--- src/ssli_pkg.sv ---
// ----------------------------------------------------------------------------
// ssli_pkg
// Shared types and constants for the servo slew-limited interpolator.
// ----------------------------------------------------------------------------
package ssli_pkg;

    localparam int AXES      = 6;
    localparam int ANG_W     = 11;
    localparam int US_W      = 12;
    localparam int IDX_W     = 3;
    localparam int CFG_W     = 12;
    localparam int JOINT_MAX = 1800;

    typedef enum logic [IDX_W-1:0] {
        REG_MAX_STEP   = 3'd0,
        REG_SUBSTEPS   = 3'd1,
        REG_DEADBAND   = 3'd2,
        REG_DEG_MIN    = 3'd3,
        REG_DEG_MAX    = 3'd4,
        REG_US_AT_MIN  = 3'd5,
        REG_US_AT_MAX  = 3'd6
    } reg_idx_t;

    localparam logic [1:0] DIR_NONE = 2'b00;
    localparam logic [1:0] DIR_UP   = 2'b01;
    localparam logic [1:0] DIR_DOWN = 2'b11;

    typedef struct packed {
        logic [ANG_W-1:0] target_base;
        logic [ANG_W-1:0] target_joint1;
        logic [ANG_W-1:0] target_joint2;
        logic [ANG_W-1:0] target_joint3;
        logic [ANG_W-1:0] target_joint4;
        logic [ANG_W-1:0] target_joint5;
    } target_t;

    typedef struct packed {
        logic [ANG_W-1:0] pose_base;
        logic [ANG_W-1:0] pose_joint1;
        logic [ANG_W-1:0] pose_joint2;
        logic [ANG_W-1:0] pose_joint3;
        logic [ANG_W-1:0] pose_joint4;
        logic [ANG_W-1:0] pose_joint5;
        logic [US_W-1:0]  base_pulse_us;
        logic             last_substep;
    } pose_t;

    typedef struct packed {
        logic load;
        logic div_step;
        logic sub_step;
        logic last;
    } lane_cmd_t;

    typedef struct packed {
        logic [ANG_W-1:0] max_step;
        logic [ANG_W-1:0] deadband;
        logic [ANG_W-1:0] deg_min;
        logic [ANG_W-1:0] deg_max;
    } lane_cfg_t;

endpackage

--- src/ssli_if.sv ---
// ----------------------------------------------------------------------------
// ssli_if
// Valid/ready channel carrying one word of type T.
// ----------------------------------------------------------------------------
interface ssli_if #(parameter type T = logic);
    logic valid;
    logic ready;
    T     data;

    modport source (output valid, output data, input ready);
    modport sink   (input valid, input data, output ready);
endinterface

--- src/servo_slew_limited_interpolator.sv ---
// ----------------------------------------------------------------------------
// servo_slew_limited_interpolator
// Six-axis slew-limited target follower with linear pose interpolation.
// ----------------------------------------------------------------------------
// Channels: target (sink) takes one word of six target angles; pose (source)
// gives one word per interpolated pose, last_substep set on the final one.
// cfg_we/cfg_index/cfg_data write the registers; write only while idle.
// Each target is taken only while the block is idle. Six axis lanes compute
// the limited goals in the accept cycle, then run a serial divide of each
// step by the substep count n in parallel. Each pose then passes the states
// STEP (lane update), MUL (multiply for the base pulse map), PDIV (serial
// divide by the base range span) and EMIT (output load); PDIV is the longest
// of these. A single output register holds the current pose; while the
// receiver stalls, the next pose is computed and waits for the register.
// Reset puts every axis at INIT_ANGLE with no direction and loads the
// register defaults.
// ----------------------------------------------------------------------------
module servo_slew_limited_interpolator #(
    parameter int MAX_SUBSTEPS = 64,
    parameter int SAFE_MIN_US  = 500,
    parameter int SAFE_MAX_US  = 2500,
    parameter int INIT_ANGLE   = 900
) (
    input  logic                        clk,
    input  logic                        rst_n,
    ssli_if.sink                        target,
    ssli_if.source                      pose,
    input  logic                        cfg_we,
    input  logic [ssli_pkg::IDX_W-1:0]  cfg_index,
    input  logic [ssli_pkg::CFG_W-1:0]  cfg_data
);
    import ssli_pkg::*;

    localparam int NW = $clog2(MAX_SUBSTEPS + 1);
    localparam int PW = 23;

    typedef enum logic [2:0] {IDLE, DIV, STEP, MUL, PDIV, EMIT} state_t;

    state_t state_reg;
    logic [4:0]        cnt_reg;
    logic [NW-1:0]     n_reg, s_reg;

    logic [ANG_W-1:0]  max_step_reg, deadband_reg, deg_min_reg, deg_max_reg;
    logic [6:0]        substeps_reg;
    logic [US_W-1:0]   us_min_reg, us_max_reg;

    logic [PW-1:0]     pnum_reg;
    logic [ANG_W-1:0]  pden_reg, prem_reg;
    logic              pneg_reg, pzero_reg;

    pose_t             out_reg;
    logic              out_valid_reg;

    lane_cmd_t         cmd;
    lane_cfg_t         lcfg;
    logic [ANG_W-1:0]  tgt [AXES];
    logic [ANG_W-1:0]  pos [AXES];

    logic              accept, last, emit;
    logic [NW-1:0]     n_calc;
    logic signed [12:0] da, dus;
    logic signed [11:0] span;
    logic signed [25:0] prod;
    logic [ANG_W:0]    prem_t;
    logic              pge;
    logic signed [25:0] qs, us, us_floor;
    logic [US_W-1:0]   us_clamped;

    assign accept       = target.valid && target.ready;
    assign target.ready = (state_reg == IDLE);
    assign pose.valid   = out_valid_reg;
    assign pose.data    = out_reg;
    assign last         = (s_reg == n_reg);
    assign emit         = (state_reg == EMIT) && (!out_valid_reg || pose.ready);

    assign tgt[0] = target.data.target_base;
    assign tgt[1] = target.data.target_joint1;
    assign tgt[2] = target.data.target_joint2;
    assign tgt[3] = target.data.target_joint3;
    assign tgt[4] = target.data.target_joint4;
    assign tgt[5] = target.data.target_joint5;

    assign lcfg = '{max_step: max_step_reg, deadband: deadband_reg,
                    deg_min: deg_min_reg, deg_max: deg_max_reg};

    always_comb
    begin
        cmd.load     = accept;
        cmd.div_step = (state_reg == DIV);
        cmd.sub_step = (state_reg == STEP);
        cmd.last     = (state_reg == STEP) && ((s_reg + NW'(1)) == n_reg);
    end

    always_comb
    begin
        if (substeps_reg == 7'd0)
            n_calc = NW'(1);
        else if (int'(substeps_reg) > MAX_SUBSTEPS)
            n_calc = NW'(MAX_SUBSTEPS);
        else
            n_calc = NW'(substeps_reg);
    end

    for (genvar i = 0; i < AXES; i++) begin : g_lane
        ssli_lane #(
            .NW         (NW),
            .INIT_ANGLE (INIT_ANGLE),
            .IS_BASE    (i == 0)
        ) u_lane (
            .clk    (clk),
            .rst_n  (rst_n),
            .cmd    (cmd),
            .cfg    (lcfg),
            .n      (n_reg),
            .target (tgt[i]),
            .pose   (pos[i])
        );
    end

    // base pulse map: (a - min) * (us_max - us_min) / (max - min) + us_min
    always_comb
    begin
        da     = $signed({2'b00, pos[0]}) - $signed({2'b00, deg_min_reg});
        dus    = $signed({1'b0, us_max_reg}) - $signed({1'b0, us_min_reg});
        span   = $signed({1'b0, deg_max_reg}) - $signed({1'b0, deg_min_reg});
        prod   = da * dus;
        prem_t = {prem_reg, pnum_reg[PW-1]};
        pge    = prem_t >= {1'b0, pden_reg};
        qs     = pzero_reg ? 26'sd0
               : (pneg_reg ? -$signed({3'b000, pnum_reg}) : $signed({3'b000, pnum_reg}));
        us     = $signed({14'd0, us_min_reg}) + qs;
        // floor first, then ceiling
        us_floor = (us < 26'(SAFE_MIN_US)) ? 26'(SAFE_MIN_US) : us;
        if (us_floor > 26'(SAFE_MAX_US))
            us_clamped = US_W'(SAFE_MAX_US);
        else
            us_clamped = us_floor[US_W-1:0];
    end

    always_ff @(posedge clk or negedge rst_n)
    begin
        if (!rst_n) begin
            max_step_reg <= ANG_W'(50);
            substeps_reg <= 7'd8;
            deadband_reg <= ANG_W'(20);
            deg_min_reg  <= '0;
            deg_max_reg  <= ANG_W'(1800);
            us_min_reg   <= US_W'(500);
            us_max_reg   <= US_W'(2500);
        end else if (cfg_we) begin
            case (reg_idx_t'(cfg_index))
                REG_MAX_STEP:  max_step_reg <= cfg_data[ANG_W-1:0];
                REG_SUBSTEPS:  substeps_reg <= cfg_data[6:0];
                REG_DEADBAND:  deadband_reg <= cfg_data[ANG_W-1:0];
                REG_DEG_MIN:   deg_min_reg  <= cfg_data[ANG_W-1:0];
                REG_DEG_MAX:   deg_max_reg  <= cfg_data[ANG_W-1:0];
                REG_US_AT_MIN: us_min_reg   <= cfg_data;
                REG_US_AT_MAX: us_max_reg   <= cfg_data;
                default: ;
            endcase
        end
    end

    always_ff @(posedge clk or negedge rst_n)
    begin
        if (!rst_n) begin
            state_reg     <= IDLE;
            cnt_reg       <= '0;
            n_reg         <= NW'(1);
            s_reg         <= '0;
            out_valid_reg <= 1'b0;
        end else begin
            if (emit)
                out_valid_reg <= 1'b1;
            else if (pose.valid && pose.ready)
                out_valid_reg <= 1'b0;
            unique case (state_reg)
                IDLE:
                begin
                    if (accept) begin
                        n_reg     <= n_calc;
                        s_reg     <= '0;
                        cnt_reg   <= '0;
                        state_reg <= DIV;
                    end
                end
                DIV:
                begin
                    cnt_reg <= cnt_reg + 5'd1;
                    if (cnt_reg == 5'(ANG_W - 1))
                        state_reg <= STEP;
                end
                STEP:
                begin
                    s_reg     <= s_reg + NW'(1);
                    state_reg <= MUL;
                end
                MUL:
                begin
                    pnum_reg  <= prod[25] ? PW'(-prod) : prod[PW-1:0];
                    pden_reg  <= span[11] ? ANG_W'(-span) : span[ANG_W-1:0];
                    pneg_reg  <= prod[25] ^ span[11];
                    pzero_reg <= (span == 12'sd0);
                    prem_reg  <= '0;
                    cnt_reg   <= '0;
                    state_reg <= PDIV;
                end
                PDIV:
                begin
                    pnum_reg <= {pnum_reg[PW-2:0], pge};
                    prem_reg <= pge ? ANG_W'(prem_t - {1'b0, pden_reg}) : prem_t[ANG_W-1:0];
                    cnt_reg  <= cnt_reg + 5'd1;
                    if (cnt_reg == 5'(PW - 1))
                        state_reg <= EMIT;
                end
                EMIT:
                begin
                    if (emit) begin
                        out_reg.pose_base     <= pos[0];
                        out_reg.pose_joint1   <= pos[1];
                        out_reg.pose_joint2   <= pos[2];
                        out_reg.pose_joint3   <= pos[3];
                        out_reg.pose_joint4   <= pos[4];
                        out_reg.pose_joint5   <= pos[5];
                        out_reg.base_pulse_us <= us_clamped;
                        out_reg.last_substep  <= last;
                        state_reg             <= last ? IDLE : STEP;
                    end
                end
                default: state_reg <= IDLE;
            endcase
        end
    end

`ifndef ASSERT_OFF
    a_step_bound: assert property (@(posedge clk) disable iff (!rst_n)
        (state_reg != IDLE) |-> (s_reg <= n_reg))
        else $error("substep counter past substep count");
    a_pulse_window: assert property (@(posedge clk) disable iff (!rst_n)
        pose.valid |-> ((SAFE_MIN_US > SAFE_MAX_US)
                        || ((int'(pose.data.base_pulse_us) >= SAFE_MIN_US)
                            && (int'(pose.data.base_pulse_us) <= SAFE_MAX_US))))
        else $error("pulse width outside safe window");
    a_busy_after_take: assert property (@(posedge clk) disable iff (!rst_n)
        accept |=> !target.ready)
        else $error("new word taken while previous target in work");
    a_count_range: assert property (@(posedge clk) disable iff (!rst_n)
        (n_reg != '0) && (int'(n_reg) <= MAX_SUBSTEPS))
        else $error("substep count out of range");
`endif

endmodule

--- src/ssli_lane.sv ---
// ----------------------------------------------------------------------------
// ssli_lane
// One axis: slew/deadband/clamp of the goal, serial divide of the step by
// the substep count, and incremental quotient/remainder interpolation.
// ----------------------------------------------------------------------------
module ssli_lane #(
    parameter int NW         = 7,
    parameter int INIT_ANGLE = 900,
    parameter bit IS_BASE    = 1'b0
) (
    input  logic                      clk,
    input  logic                      rst_n,
    input  ssli_pkg::lane_cmd_t       cmd,
    input  ssli_pkg::lane_cfg_t       cfg,
    input  logic [NW-1:0]             n,
    input  logic [ssli_pkg::ANG_W-1:0] target,
    output logic [ssli_pkg::ANG_W-1:0] pose
);
    import ssli_pkg::*;

    logic [ANG_W-1:0] cur_reg, pose_reg, num_reg, accq_reg;
    logic [ANG_W-1:0] cur_next, pose_next, num_next, accq_next;
    logic [1:0]       dir_reg, dir_next;
    logic [NW-1:0]    rem_reg, rem_next, accr_reg, accr_next;
    logic             neg_reg, neg_next;

    logic signed [12:0] delta, capped, lim, ms, v;
    logic [ANG_W-1:0]   mag, goal;
    logic signed [12:0] d;
    logic               hold;
    logic [NW:0]        rem_t, r_sum;
    logic               ge, wrap;
    logic [ANG_W-1:0]   q_step;

    function automatic logic [ANG_W-1:0] clamp_ang(input logic signed [12:0] x,
                                                   input lane_cfg_t c);
        logic [ANG_W-1:0] r;
        r = x[ANG_W-1:0];
        if (IS_BASE) begin
            if (x < $signed({2'b00, c.deg_min}))
                r = c.deg_min;
            else if (x > $signed({2'b00, c.deg_max}))
                r = c.deg_max;
        end else begin
            if (x < 13'sd0)
                r = '0;
            else if (x > 13'(JOINT_MAX))
                r = ANG_W'(JOINT_MAX);
        end
        return r;
    endfunction

    always_comb
    begin
        delta  = $signed({2'b00, target}) - $signed({2'b00, cur_reg});
        mag    = delta[12] ? ANG_W'(-delta) : delta[ANG_W-1:0];
        hold   = (dir_reg != DIR_NONE) && (delta != 13'sd0)
                 && ((delta > 13'sd0 && dir_reg != DIR_UP)
                     || (delta < 13'sd0 && dir_reg != DIR_DOWN))
                 && (mag <= cfg.deadband);
        ms     = $signed({2'b00, cfg.max_step});
        capped = delta;
        if (delta > ms)
            capped = ms;
        else if (delta < -ms)
            capped = -ms;
        lim  = $signed({2'b00, cur_reg}) + capped;
        goal = hold ? cur_reg : clamp_ang(lim, cfg);
        d    = $signed({2'b00, goal}) - $signed({2'b00, cur_reg});

        rem_t = {rem_reg, num_reg[ANG_W-1]};
        ge    = rem_t >= {1'b0, n};

        r_sum  = {1'b0, accr_reg} + {1'b0, rem_reg};
        wrap   = r_sum >= {1'b0, n};
        q_step = accq_reg + num_reg + ANG_W'(wrap);
        v      = neg_reg ? $signed({2'b00, cur_reg}) - $signed({2'b00, q_step})
                         : $signed({2'b00, cur_reg}) + $signed({2'b00, q_step});

        cur_next  = cur_reg;
        dir_next  = dir_reg;
        num_next  = num_reg;
        rem_next  = rem_reg;
        accq_next = accq_reg;
        accr_next = accr_reg;
        neg_next  = neg_reg;
        pose_next = pose_reg;

        if (cmd.load) begin
            neg_next  = d[12];
            num_next  = d[12] ? ANG_W'(-d) : d[ANG_W-1:0];
            rem_next  = '0;
            accq_next = '0;
            accr_next = '0;
            if (!hold && goal != cur_reg)
                dir_next = (goal > cur_reg) ? DIR_UP : DIR_DOWN;
        end else if (cmd.div_step) begin
            num_next = {num_reg[ANG_W-2:0], ge};
            rem_next = ge ? NW'(rem_t - {1'b0, n}) : NW'(rem_t);
        end else if (cmd.sub_step) begin
            accq_next = q_step;
            accr_next = wrap ? NW'(r_sum - {1'b0, n}) : NW'(r_sum);
            pose_next = clamp_ang(v, cfg);
            if (cmd.last)
                cur_next = IS_BASE ? clamp_ang(v, cfg) : v[ANG_W-1:0];
        end
    end

    always_ff @(posedge clk or negedge rst_n)
    begin
        if (!rst_n) begin
            cur_reg <= ANG_W'(INIT_ANGLE);
            dir_reg <= DIR_NONE;
        end else begin
            cur_reg <= cur_next;
            dir_reg <= dir_next;
        end
    end

    always_ff @(posedge clk)
    begin
        num_reg  <= num_next;
        rem_reg  <= rem_next;
        accq_reg <= accq_next;
        accr_reg <= accr_next;
        neg_reg  <= neg_next;
        pose_reg <= pose_next;
    end

    assign pose = pose_reg;

endmodule

--- src/flat_wrapper.sv ---
// flat-port wrapper written by rule: the top's interface ports become plain ports
module servo_slew_limited_interpolator_flat import ssli_pkg::*;
#(
    parameter int MAX_SUBSTEPS = 64,
    parameter int SAFE_MIN_US  = 500,
    parameter int SAFE_MAX_US  = 2500,
    parameter int INIT_ANGLE   = 900
)
  (clk, rst_n, cfg_we, cfg_index, cfg_data, target_valid, target_data, target_ready, pose_valid, pose_data, pose_ready);
  ssli_if #(.T(target_t)) target_i ();
  ssli_if #(.T(pose_t)) pose_i ();
  input  logic clk;
  input  logic rst_n;
  input  logic cfg_we;
  input  logic [ssli_pkg::IDX_W-1:0] cfg_index;
  input  logic [ssli_pkg::CFG_W-1:0] cfg_data;
  input wire logic [$bits(target_i.valid)-1:0] target_valid;
  input wire logic [$bits(target_i.data)-1:0] target_data;
  output wire logic [$bits(target_i.ready)-1:0] target_ready;
  output wire logic [$bits(pose_i.valid)-1:0] pose_valid;
  output wire logic [$bits(pose_i.data)-1:0] pose_data;
  input wire logic [$bits(pose_i.ready)-1:0] pose_ready;
  assign target_i.valid = target_valid;
  assign target_i.data = target_data;
  assign target_ready = target_i.ready;
  assign pose_valid = pose_i.valid;
  assign pose_data = pose_i.data;
  assign pose_i.ready = pose_ready;
  servo_slew_limited_interpolator #(.MAX_SUBSTEPS(MAX_SUBSTEPS), .SAFE_MIN_US(SAFE_MIN_US), .SAFE_MAX_US(SAFE_MAX_US), .INIT_ANGLE(INIT_ANGLE)) u_core (.clk(clk), .rst_n(rst_n), .target(target_i), .pose(pose_i), .cfg_we(cfg_we), .cfg_index(cfg_index), .cfg_data(cfg_data));
endmodule
--- config.mk ---
export PLATFORM = sky130hd
export DESIGN_NAME = servo_slew_limited_interpolator_flat
export DESIGN_NICKNAME = d
export VERILOG_FILES = /design/src/ssli_pkg.sv /design/src/ssli_if.sv /design/src/servo_slew_limited_interpolator.sv /design/src/ssli_lane.sv /design/src/flat_wrapper.sv
export SDC_FILE = /design/constraint.sdc
export NUM_CORES = 2
export LEC_CHECK = 0
export CAP_MARGIN = 20
export CORE_ASPECT_RATIO = 0.8
export CORE_MARGIN = 8
export CORE_UTILIZATION = 62
export DETAILED_ROUTE_END_ITERATION = 7
export DONT_BUFFER_PORTS = 1
export GPL_TIMING_DRIVEN = 0
export PLACE_DENSITY = 0.78
export SKIP_LAST_GASP = 1
export SLEW_MARGIN = 20
export SYNTH_ARGS = -nofsm -noshare
export SYNTH_HDL_FRONTEND = slang
export SYNTH_SLANG_ARGS = --single-unit
export TNS_END_PERCENT = 1
--- constraint.sdc ---
create_clock -name clk -period 27.2 [get_ports clk]
set_input_delay 5.44 -clock clk [delete_from_list [all_inputs] [get_ports clk]]
set_output_delay 5.44 -clock clk [all_outputs]
set_load 0.03 [all_outputs]
==> results.cfg <==
[floorplanning]
core_region_area_um2 = 104000
start_util_pct = 62.3
die_w_um = 378
pin_count = 167
row_count = 106
die_area_um2 = 115000
die_h_um = 306

[critical_path]
cp_data_arrival_time_ns = 17.58
r2r_slack_ns = 12.12
critical_path_required_ns = 27.59
critPathLaunchType = input pin
worstRegToRegCells = 48
end_kind = flip-flop
cp_slowest_stage_delay_ns = 0.84
cp_slowest_cell = o211ai_1
r2r-end = u_core.g_lane[0].u_lane.num_reg[10]$_DFFE_PP_
crit_path_frequent_cell = a21oi_1
r2r-start = u_core.max_step_reg[0]$_DFFE_PN0P_
criticalPathCategory = input pin to flip-flop
crit_fanout = 10

[cells_and_area]
n_fill_cell = 8655
layout-drive-gt1-share_pct = 4.76
largest_register_ffs = 79
multi_input_area_um2 = 46200
nets = 8941
syn2layout_area_growth_pct = 7.15
register_area_um2 = 15400
post-route-util_pct = 66.8
final_cell_area_um2 = 69600

[route]
vias_per_cell = 6.45
vias = 59522
final_antenna_net_count = 0
drt_iter0_markers = 6680
first_pass_iters = 8
wire_per_inst_um = 23.3
drt-total-wl_mm = 215
drc = 1

[placed_design]
dp_hpwl_mm = 167
io_buffers = 0
placed_area_um2 = 67100
gp_congestion = 1.01

[grt]
grt_pass1_vias = 55988
grt_max_degree = 180
antenna_found_initial = 21
grt_pass1_wl_mm = 326
grtUsageTotal_pct = 35.9
grt_overflow = 0

[synthesis]
ys_warn_count = 0
yosys.area_share.simple_pct = 16.7
yosysSeqAreaShare_pct = 23.7
synthArstFlopShare_pct = 29.8
synth_xor_area_share_pct = 7.16
synth_top_area_share_pct = 17.1
synthesis.nets = 8852
synthAdderAreaFrac_pct = 23.7
synth.top_cells.by_count = ha_1, inv_1, o21ai_0
syn_inst = 7664
yosysMostFrequentCell = ha_1
yosys.area.top_type = ha_1
synth_area_per_cell_um2 = 8.48
synth_cell_type_count = 95
syn-cell-area_um2 = 65000
yosys-top-cells-area = ha_1, edfxtp_1, fa_1
synth_edf_count = 264
synth_compound_area_share_pct = 20.7
synth_top_family_by_area = adder cells
synth-seq-cells = 590
synthFlopType = edfxtp_1
synthMuxAreaShare_pct = 2.79

[run_status]
status = complete, but fails checks
violations = design-rule violations

[clock_tree]
htree_levels = 3
clk_latency_ns = 0.69
numCtsBuffers = 70
clockBufferDepth = 3
cts_tree = yes
hold_buffers = 0
clk_pin_slew_ns = 0.06
cts_setup_buffers = 0
root_buffer = clkbuf_16
cts_resized = 0
clkSinkCount = 590

[sta]
slew_viol_final = 0
tightest_slew_ns = 1.28
rsz0062_at_grt = no
fin_skew_ns = 0.0386
holdWs_ns = 0.417
finalSetupTns_ns = 0
min_period_over_period_pct = 63.2
hold_violations = 0
max-slew-margin-rel_pct = 14.3
min_period_ns = 17.19
setup_violations = 0
max_freq_mhz = 58.2

[min_path]
worstHoldEndpoint = u_core.pose.data[34]$_DFFE_PP_
holdPathStages = 0
min_from = u_core.g_lane[4].u_lane.pose[10]$_SDFFCE_PP0P_
hold_class = flip-flop to flip-flop

[job]
maxCapViolations = 0
==> routing by layer <==
layer  track usage [%]  wire length [µm]  vias to the layer above
met3              10.7             25600                      658
met1              48.2             89100                    28277
met4              16.8             11900                       12
li1                  -                 -                    27604
met5                 0                87                        -
met2              53.0             88800                     2971
==> how the worst max path moves through the flow <==
stage	end	cells after the start	startpoint
after floorplan	u_core.g_lane[0].u_lane.num_reg[9]$_DFFE_PP_	48	target_data[55]
after global placement	u_core.g_lane[0].u_lane.num_reg[10]$_DFFE_PP_	48	target_data[55]
after detailed placement	u_core.g_lane[0].u_lane.num_reg[10]$_DFFE_PP_	48	target_data[55]
after CTS	u_core.g_lane[0].u_lane.num_reg[10]$_DFFE_PP_	48	target_data[55]
after global routing	u_core.g_lane[0].u_lane.num_reg[10]$_DFFE_PP_	47	target_data[55]
final	u_core.g_lane[0].u_lane.num_reg[10]$_DFFE_PP_	45	target_data[59]
==> layout make-up <==
cell class / count / area share, %
clock buffer: 92 / 2.81
timing repair buffer: 17 / 0.446
buffer: 222 / 1.26
inverter: 688 / 3.71
sequential: 590 / 22.1
antenna: 17 / 0.0611
clock inverter: 38 / 0.633
tap: 1404 / 2.52
multi-input combinational: 6164 / 66.4
==> worst max-delay path: cells and delay by family <==
family | cells | cell delay, ns
AO/OA/AOI/OAI | 21 | 5.11
AND/OR/NAND/NOR | 13 | 3.29
adder cells (fa/ha/maj) | 6 | 1.98
buffers and inverters | 3 | 1.22
XOR/XNOR | 2 | 0.50
==> cell usage in the layout (no fill, tap or decap), types with 40 or more instances in the layout <==
cell type and count:
nor3_1 169, nor3b_1 50, inv_1 674, o21bai_1 67, fa_1 213, xnor2_1 309, or3_1 79, nand4_1 67
dfrtp_1 130, xor2_1 218, a211oi_1 77, edfxtp_1 264, nor2_1 566, mux2_2 75, o21a_1 110, o21ai_0 645
nor2b_1 168, clkbuf_16 73, dfstp_2 46, a21boi_0 54, dfxtp_1 150, a31oi_1 63, mux2i_1 97, or2_2 40
and3_1 46, nand3_1 151, and2_1 56, clkbuf_1 199, ha_1 889, o31ai_1 62, nand2b_1 100, a21oi_1 510
nand2_1 638, a21o_1 156
==> per-stage QoR <==
stage	instances	worst slack, ns
global route	9218	9.24
finish	9232	10.01
global placement	9068	9.85
CTS	9214	10.23
detailed placement	9084	9.58
floorplan	7664	11.94
==> cells by family (layout without fill, tap and decap cells) <==
logic type                 count (synthesis)  in the layout
other                                      0             17
AOI/OAI and AO/OA                       2122           2122
xor gates and xnor gates                 531            531
and+or+nand+nor                         2237           2237
adders and majority gates               1102           1102
DFF                                      590            590
buffers and inverters                    910           1057
muxes                                    172            172
Power is not shown: default switching activity piles up to over one toggle a cycle in this logic, so the estimate is an artifact.
